[src/rtl/core/wbd3_pkg.sv]
// wbd3_pkg: shared types and constants for the weighted 3x3 block downsampler
// payload structs, lane control struct, register indexes
// no dependencies

package wbd3_pkg;

    localparam int CHANNEL_BITS   = 16;
    localparam int NUM_CH         = 7;
    localparam int ROW_BITS       = CHANNEL_BITS + 2;
    localparam int SUM_BITS       = CHANNEL_BITS + 4;
    localparam int CFG_DATA_BITS  = 11;
    localparam int CFG_INDEX_BITS = 2;
    localparam int MAX_OUT_HEIGHT = 1024;
    localparam int OY_BITS        = 10;
    localparam int ROUND_BIAS     = 8;

    localparam logic [CFG_INDEX_BITS-1:0] REG_OUT_WIDTH  = 2'd0;
    localparam logic [CFG_INDEX_BITS-1:0] REG_OUT_HEIGHT = 2'd1;

    // position of a pixel inside its 3x3 block
    localparam logic [1:0] POS_FIRST = 2'd0;
    localparam logic [1:0] POS_MID   = 2'd1;
    localparam logic [1:0] POS_LAST  = 2'd2;

    typedef logic [CHANNEL_BITS-1:0] chan_t;
    typedef logic [SUM_BITS-1:0]     sum_t;

    typedef struct packed {
        chan_t color_red;
        chan_t color_green;
        chan_t color_blue;
        chan_t normal_x;
        chan_t normal_y;
        chan_t normal_z;
        chan_t depth_level;
    } pix_t;

    typedef struct packed {
        chan_t out_red;
        chan_t out_green;
        chan_t out_blue;
        chan_t out_normal_x;
        chan_t out_normal_y;
        chan_t out_normal_z;
        chan_t out_depth;
        logic  frame_end;
    } res_t;

    typedef struct packed {
        logic       accept;     // pixel transaction this cycle
        logic [1:0] col_pos;    // column position inside the block
        logic       first_row;  // top row of the block
        logic       mid_row;    // middle row of the block, weight 2
        logic       emit;       // bottom-right pixel, block complete
    } lane_ctrl_t;

endpackage

[src/rtl/core/wbd3_merge.sv]
// wbd3_merge: rounds and clamps the lane sums and holds the result register
// depends on wbd3_pkg

module wbd3_merge (
    input  logic                  clk,
    input  logic                  rst_n,
    input  logic                  blk_valid,
    input  wbd3_pkg::sum_t        blk_sum [wbd3_pkg::NUM_CH],
    input  logic                  blk_frame_end,
    output logic                  blk_take,
    output logic                  res_valid,
    input  logic                  res_ready,
    output wbd3_pkg::res_t        res
);

    localparam int CB = wbd3_pkg::CHANNEL_BITS;
    localparam int SB = wbd3_pkg::SUM_BITS;

    logic           res_valid_reg;
    logic           res_valid_next;
    wbd3_pkg::res_t res_reg;
    wbd3_pkg::chan_t rounded [wbd3_pkg::NUM_CH];
    logic [SB:0]    biased [wbd3_pkg::NUM_CH];

    // (sum + 8) >> 4 with saturation to full scale
    always_comb
    begin
        for (int i = 0; i < wbd3_pkg::NUM_CH; i++)
        begin
            biased[i] = {1'b0, blk_sum[i]} + (SB+1)'(wbd3_pkg::ROUND_BIAS);
            if (biased[i][SB])
            begin
                rounded[i] = {CB{1'b1}};
            end
            else
            begin
                rounded[i] = biased[i][SB-1:4];
            end
        end
    end

    assign blk_take = blk_valid && (!res_valid_reg || res_ready);

    always_comb
    begin
        res_valid_next = res_valid_reg;
        if (blk_take)
        begin
            res_valid_next = 1'b1;
        end
        else if (res_ready)
        begin
            res_valid_next = 1'b0;
        end
    end

    always_ff @(posedge clk or negedge rst_n)
    begin
        if (!rst_n)
        begin
            res_valid_reg <= 1'b0;
        end
        else
        begin
            res_valid_reg <= res_valid_next;
        end
    end

    always_ff @(posedge clk)
    begin
        if (blk_take)
        begin
            res_reg.out_red      <= rounded[0];
            res_reg.out_green    <= rounded[1];
            res_reg.out_blue     <= rounded[2];
            res_reg.out_normal_x <= rounded[3];
            res_reg.out_normal_y <= rounded[4];
            res_reg.out_normal_z <= rounded[5];
            res_reg.out_depth    <= rounded[6];
            res_reg.frame_end    <= blk_frame_end;
        end
    end

    assign res_valid = res_valid_reg;
    assign res       = res_reg;

endmodule

[config.mk]
export PLATFORM = sky130hd
export DESIGN_NAME = wbd3_merge
export DESIGN_NICKNAME = d
export VERILOG_FILES = /design/src/rtl/core/wbd3_pkg.sv /design/src/rtl/core/wbd3_merge.sv
export SDC_FILE = /design/constraint.sdc
export NUM_CORES = 1
export LEC_CHECK = 0
export BUFFER_PORTS_ARGS = -buffer_cell sky130_fd_sc_hd__buf_2
export CORE_UTILIZATION = 48
export DETAILED_ROUTE_END_ITERATION = 10
export GPL_TIMING_DRIVEN = 1
export HOLD_SLACK_MARGIN = 0.06
export PLACE_DENSITY = 0.77
export SLEW_MARGIN = 0
export SYNTH_ARGS = -nofsm -noshare
export SYNTH_HDL_FRONTEND = slang
export SYNTH_SLANG_ARGS = --single-unit
[constraint.sdc]
create_clock -name clk -period 5.41 [get_ports clk]
set_input_delay 1.082 -clock clk [delete_from_list [all_inputs] [get_ports clk]]
set_output_delay 1.082 -clock clk [all_outputs]
set_load 0.05 [all_outputs]
* After elaboration in Yosys (flattened, before gate mapping)
Index checks and enable logic that the tools add are counted.
Cells by class: add/subtract/negate cells 7, mux-type cells 2, reductions and logical operators 4
Operator list (number):
- 20-bit by 4-bit adder with 21-bit output (second input constant) | 7
- 1-bit 2-to-1 mux | 2
- 2-bit nonzero test | 1
- 1-bit logical AND | 1
- 1-bit zero test | 1
- 1-bit logical OR | 1
Word-level totals: bits in registers 114, input bits 145, output and inout port bits 115, word-level logic and storage cells 22

* Depth between registers and ports, before layout
Gate-level depths: netlist of the first run.
word-level depth 4, depth in mapped cells 7, gate-level depth less buffers 5

* Worst setup path after synthesis of the first run
Ideal clock, no wire load.
kind input to output, from in res_ready, to out blk_take, arrival 4.141 ns, path slack 0.187 ns, stages on the path 2, buffers on the path 0, path through nand2b_1 -> and2_1
On the way: longest elaborated chain between the ends 2
Ends and longest elaborated chain:
- from (decl) | RTL line wbd3_merge.sv:12 | input logic res_ready,
- 1-bit logical OR | RTL line wbd3_merge.sv:42 | assign blk_take = blk_valid && (!res_valid_reg || res_ready);
- 1-bit logical AND | RTL line wbd3_merge.sv:42
- to (decl) | RTL line wbd3_merge.sv:10 | output logic blk_take,
Every way passes these cells.

* Worst setup path after layout of the first run
Ends and elaborated chain as after synthesis.

==> flow_metrics.py, run 1 <==
metrics = {
    "synth": {
        "synth_fp_nets": 691,
        "yosys.area.top_type": "edfxtp_1",
        "netlist_instances": 539,
        "synth-seq-cells": 114,
        "yosysSeqAreaShare_pct": 56.8,
        "yosys_warnings": 0,
        "synth_top_area_share_pct": 56.4,
        "avgSynthCellArea_um2": 11.2,
        "ys_types": 36,
        "synthesis.area_um2": 6020,
        "yosys-top-cells-area": "edfxtp_1 (56%), xor2_1 (6.4%), nand2_1 (6.0%), nand4_1 (3.6%), xnor2_1 (3.1%)",
    },
    "clock_network": {
        "cts_root_buf": "clkbuf_16",
        "ctsHoldBuffers": 0,
        "path_clk_slew_ns": 0.05,
        "clock_latency_ns": 0.41,
        "cts_resized": 0,
        "htree_levels": 4,
        "cts_tree": "yes",
        "cts_buffers": 17,
        "clock_sinks": 114,
        "post-cts-setup-buffers": 0,
        "cts_max_path_buffers": 2,
    },
    "drt": {
        "vias": 5164,
        "dr.pass1.iters": 4,
        "wl_per_cell_um": 15.4,
        "wl_um": 14800,
        "drt-initial-drc-count": 367,
        "drcViolationCount": 0,
        "ant_nets": 0,
        "via_per_inst": 5.40,
    },
    "floorplanning": {
        "dieWidth_um": 114,
        "ios": 260,
        "start_util_pct": 49.7,
        "dieArea_um2": 13000,
        "num_rows": 40,
        "core_um2": 12100,
        "die_y_um": 114,
    },
    "cells_and_area": {
        "layout_commonest_cell": "buf_2",
        "final_cell_mix": "buf_2 (238), edfxtp_1 (113), nand2_1 (96)",
        "fin_nets": 930,
        "area_growth_pct": 29.9,
        "final_layout_size_suffix_gt1_share_pct": 35.2,
        "antenna_cells": 0,
        "largest_register_ffs": 113,
        "final_util_pct": 64.5,
    },
    "outcome": {
        "status": "complete, no violations",
    },
    "critical_path": {
        "rrSetupSlack_ns": 3.13,
        "path_common_cell": "buf_2",
        "critPathMaxFanout": 59,
        "critical-path-top-delay-family": "simple AND/OR/NAND/NOR gates",
        "r2r-start": "res_valid",
        "crit_type": "primary input to primary output",
        "crit_arrival_ns": 2.38,
        "crit_buf_inv": 2,
        "critical_path.max_stage_delay_ns": 0.67,
        "cp.required_ns": 4.33,
        "reg2regPathDepth": 3,
        "slowest_stage": "and2_4",
        "critical_path.endpoint_type": "primary output",
        "rr_endpoint": "res[24]",
        "start_kind": "primary input",
        "crit_chain": "buf_2, nand2b_1, and2_4, buf_2",
    },
    "pwr": {
        "leakagePower_nw": 3.27,
        "power_mw": 2.40,
        "power.density_nw_per_um2": 307,
        "worst_ir_drop_vdd_mv": 0.204,
    },
    "sta": {
        "fin_worst_skew_ns": 0.00894,
        "drv_slew": 0,
        "slew_headroom_pct": 46.4,
        "setup_viol": 0,
        "rsz0062_at_grt": "false",
        "fmax_mhz": 289,
        "fin_crit_sh_pct": 63.9,
        "hold_violations": 0,
        "tns_ns": 0,
        "min_period_ns": 3.46,
        "worst_pin_slew_ns": 0.804,
        "fin_ws_ns": 1.95,
    },
    "placed_design": {
        "gp_congestion": 0.894,
        "hpwl_um": 11100,
        "port_buffers": 238,
        "post-place-ws_ns": 1.95,
    },
    "grt": {
        "first_global_vias": 5049,
        "antenna_found_initial": 0,
        "grt_max_degree": 60,
        "grt-ovfl-total": 0,
        "grt_pass1_wl_um": 23300,
        "grt_usage_pct": 23.0,
    },
    "flow_run": {
        "max_cap_viol_count": 0,
    },
    "min_path": {
        "hp-class": "primary input to async pin",
    },
}
[cell usage after synthesis]
cell type / n
o21a_1: 2
ha_1: 7
nand3b_1: 1
or3_4: 2
nor2_1: 21
nand3_1: 31
buf_2: 7
or3_1: 9
mux2i_1: 4
buf_6: 2
edfxtp_1: 113
dfrtp_1: 1
a41oi_1: 3
a21oi_1: 9
or2b_1: 1
nor3_1: 6
nor4_1: 7
nand4b_1: 1
and4_1: 20
nor2b_1: 1
nand4_1: 35
xor2_1: 44
and2_1: 6
mux2_2: 8
nand3_2: 1
and4_2: 1
o21ai_0: 21
nand2b_1: 10
inv_1: 7
a31oi_1: 11
clkbuf_1: 10
xnor2_1: 21
nand2_1: 96
and3_1: 17
nand4_2: 2
o211ai_1: 1
[per-layer routing]
metal	routed length, um	GRT usage (%)	vias up
li1	-	-	2502
met1	5910	27.1	2388
met2	7340	39.3	237
met3	1040	5.47	37
met4	460	11.8	0
met5	0	0	-
[layout make-up]
class                           count  area (um2)
Clock buffer                       20         437
Clock inverter                     10        46.3
Fill cell                        1002        4300
Inverter                            7        26.3
Multi-Input combinational cell    399        2480
Sequential cell                   114        3420
Tap cell                          168         210
Timing Repair Buffer              239        1200
[worst max-delay path by stage]
stage | from | to | slack (ns) | cells past startpoint
final | res_ready | blk_take | 1.95 | 4
after global routing | res_ready | blk_take | 1.87 | 4
after CTS | res_ready | blk_take | 1.95 | 4
after detailed placement | res_ready | blk_take | 1.95 | 4
after global placement | res_ready | blk_take | 2.00 | 4
after floorplan | res_ready | blk_take | 0.19 | 2
[power breakdown]
group	internal [mW]	switching (mW)	leakage, nW
clock	0.565	0.357	0.245
combinational	0.112	0.314	1.93
sequential	1.04	0.0119	1.09
[kinds of logic (layout without fill, tap and decap cells)]
group	count (synthesis)	in the layout	synth area share, %
simple gates	268	268	23.6
flops	114	114	56.8
xor+xnor	65	65	9.46
compound gates	47	47	4.45
buf+inv	26	276	2.02
mux	12	12	2.16
fa+ha+maj	7	7	1.46
[worst register-to-register path, delay by kind of cell (launching register included)]
kind | cells | cell delay (ns)
AND/OR/NAND/NOR | 2 | 0.77
buffers and inverters | 1 | 0.76
flip-flops | 1 | 0.38
[through the flow]
step	cells	area [um2]	hold slack (ns)
after CTS	957	7820	0.431
final	957	7820	0.446
after floorplan	539	6020	0.786
after detailed placement	927	7330	0.531
after global placement	927	7330	0.502
after global routing	957	7820	0.428
Note: power is estimated with default switching activity, not from simulation.
==> inputs of run 2 (changes only) <==
- CORE_UTILIZATION: 48 -> 44
- PLACE_DENSITY: 0.77 -> 0.74
- clock period: 5.41 -> 2.8 ns (I/O delays scaled with it)
==> flow_metrics.py, run 2 (synthesis gave the netlist of run 1 again) <==
metrics = {
    "critical_path": {
        "critical_path.endpoint_type": "primary output",
        "r2r-start": "res_valid",
        "critPathMaxFanout": 16,
        "crit_arrival_ns": 1.48,
        "rr_endpoint": "res[38]",
        "start_kind": "register",
        "cp.required_ns": 2.24,
        "rrSetupSlack_ns": 1.32,
        "crit_type": "register to primary output",
        "reg2regPathDepth": 3,
    },
    "clock_network": {
        "cts_root_buf": "clkbuf_16",
        "cts_max_path_buffers": 2,
        "cts_tree": "yes",
        "post-cts-setup-buffers": 0,
        "clock_latency_ns": 0.41,
        "cts_resized": 0,
        "htree_levels": 4,
        "cts_buffers": 17,
        "clock_sinks": 114,
        "path_clk_slew_ns": 0.05,
    },
    "pwr": {
        "p_seq_share_pct": 40.2,
        "cellInternalPower_mw": 3.69,
        "pwr-share-clk_pct": 43.4,
        "net-switching-power_mw": 1.35,
        "leakagePower_nw": 3.33,
        "power.density_nw_per_um2": 632,
        "worst_ir_drop_vdd_mv": 0.356,
        "swShare_pct": 26.8,
        "p_comb_share_pct": 16.4,
    },
    "grt": {
        "grt_max_degree": 67,
        "first_global_vias": 4753,
        "grt_pass1_wl_um": 22500,
        "grt_usage_pct": 20.2,
        "antenna_found_initial": 0,
        "grt-ovfl-total": 0,
    },
    "drt": {
        "wl_um": 14400,
        "vias": 5172,
        "dr.pass1.iters": 5,
        "drt-initial-drc-count": 377,
        "wl_per_cell_um": 14.8,
        "drcViolationCount": 0,
        "ant_nets": 0,
        "via_per_inst": 5.34,
    },
    "sta": {
        "hold_violations": 0,
        "fin_ws_ns": 0.756,
        "worst_pin_slew_ns": 0.521,
        "min_period_ns": 2.04,
        "drv_slew": 0,
        "setup_viol": 0,
        "fin_worst_skew_ns": 0.00638,
        "rsz0062_at_grt": "false",
        "tns_ns": 0,
        "fin_crit_sh_pct": 73.0,
        "fmax_mhz": 489,
        "slew_headroom_pct": 65.2,
    },
    "cells_and_area": {
        "fin_nets": 933,
        "n_fill_cell": 1117,
        "stdcell_area_um2": 7980,
        "antenna_cells": 0,
        "final_layout_size_suffix_gt1_share_pct": 35.8,
        "largest_register_ffs": 113,
        "area_growth_pct": 32.6,
        "final_cell_mix": "buf_2 (238), edfxtp_1 (113), nand2_1 (96)",
        "layout_commonest_cell": "buf_2",
    },
    "placed_design": {
        "hpwl_um": 10800,
        "gp_congestion": 0.935,
        "dpl-instance-area_um2": 7370,
        "port_buffers": 238,
        "post-place-ws_ns": 0.622,
    },
    "floorplanning": {
        "dieArea_um2": 14100,
        "ios": 260,
        "dieWidth_um": 119,
        "start_util_pct": 45.3,
        "core_um2": 13300,
        "num_rows": 42,
        "die_y_um": 119,
    },
    "flow_run": {
        "max_cap_viol_count": 0,
    },
    "outcome": {
        "status": "complete, no violations",
    },
    "min_path": {
        "hp-class": "primary input to register",
        "holdPathEnd": "res[0]",
        "hold_start": "blk_frame_end",
        "min_path_cells": 1,
    },
}
-- run 2: cell count changes in the layout (fill, tap and decap cells not counted) --
cell	change
clkbuf_1	-2
clkinvlp_4	+2
clkinv_1	-1
bufinv_16	+4
buf_4	+1
clkinv_2	-2
dlygate4sd3_1	+1
buf_12	+1
-- run 2: worst max path at each step --
stage / end / slack, ns / start
2_1_floorplan: blk_take / 0.55 / res_valid
3_3_place_gp: res[64] / 0.64 / blk_sum[63]
3_5_place_dp: res[64] / 0.62 / blk_sum[64]
4_1_cts: blk_take / 0.71 / res_valid
5_1_grt: blk_take / 0.69 / res_valid
6_report: blk_take / 0.76 / res_valid
-- run 2: power groups by stage --
stage	clock, mW	sequential, mW	combinational, mW
2_1_floorplan	0	2.41	0.185
6_report	2.19	2.03	0.827
5_1_grt	2.28	2.04	0.877
4_1_cts	2.23	2.03	0.829
3_5_place_dp	0	2.06	0.825
3_3_place_gp	0	2.06	0.809
-- run 2: repair_timing --
action	4_1_cts	5_1_grt
setup endpoints to repair	0	0
hold endpoints to repair	1	0
hold buffers	1	0
-- run 2: cell type report --
| class | instances | area (um2) | area share (%) |
|---|---|---|---|
| tap | 176 | 220 | 2.76 |
| clock inverter | 13 | 168 | 2.10 |
| sequential | 114 | 3420 | 42.8 |
| clock buffer | 18 | 429 | 5.38 |
| multi-input combinational | 399 | 2480 | 31.1 |
| inverter | 7 | 26.3 | 0.329 |
| timing repair buffer | 242 | 1240 | 15.5 |
-- run 2: critical path: stages (launching register included) --
cell,delay [ns]
dfrtp_1,0.37
nand2b_1,0.09
and2_4,0.29
buf_2,0.31
-- run 2: through the flow --
step / cells / power (mW) / hold slack, ns / utilization [%]
finish: 969 / 5.04 / 0.329 / 60.0
global route: 969 / 5.20 / 0.324 / 60.0
CTS: 969 / 5.08 / 0.311 / 60.0
detailed placement: 937 / 2.89 / 0.338 / 55.4
global placement: 937 / 2.87 / 0.335 / 55.4
floorplan: 539 / 2.59 / 0.264 / -
-- run 2: metal layers --
metal  GRT usage (%)  vias to the layer above  part of all wire [%]
li1                -                     2500                     -
met1            23.4                     2417                    40
met2            35.1                      217                    51
met3            4.65                       38                   6.1
met4            10.3                        0                   3.0
met5               0                        -                     0
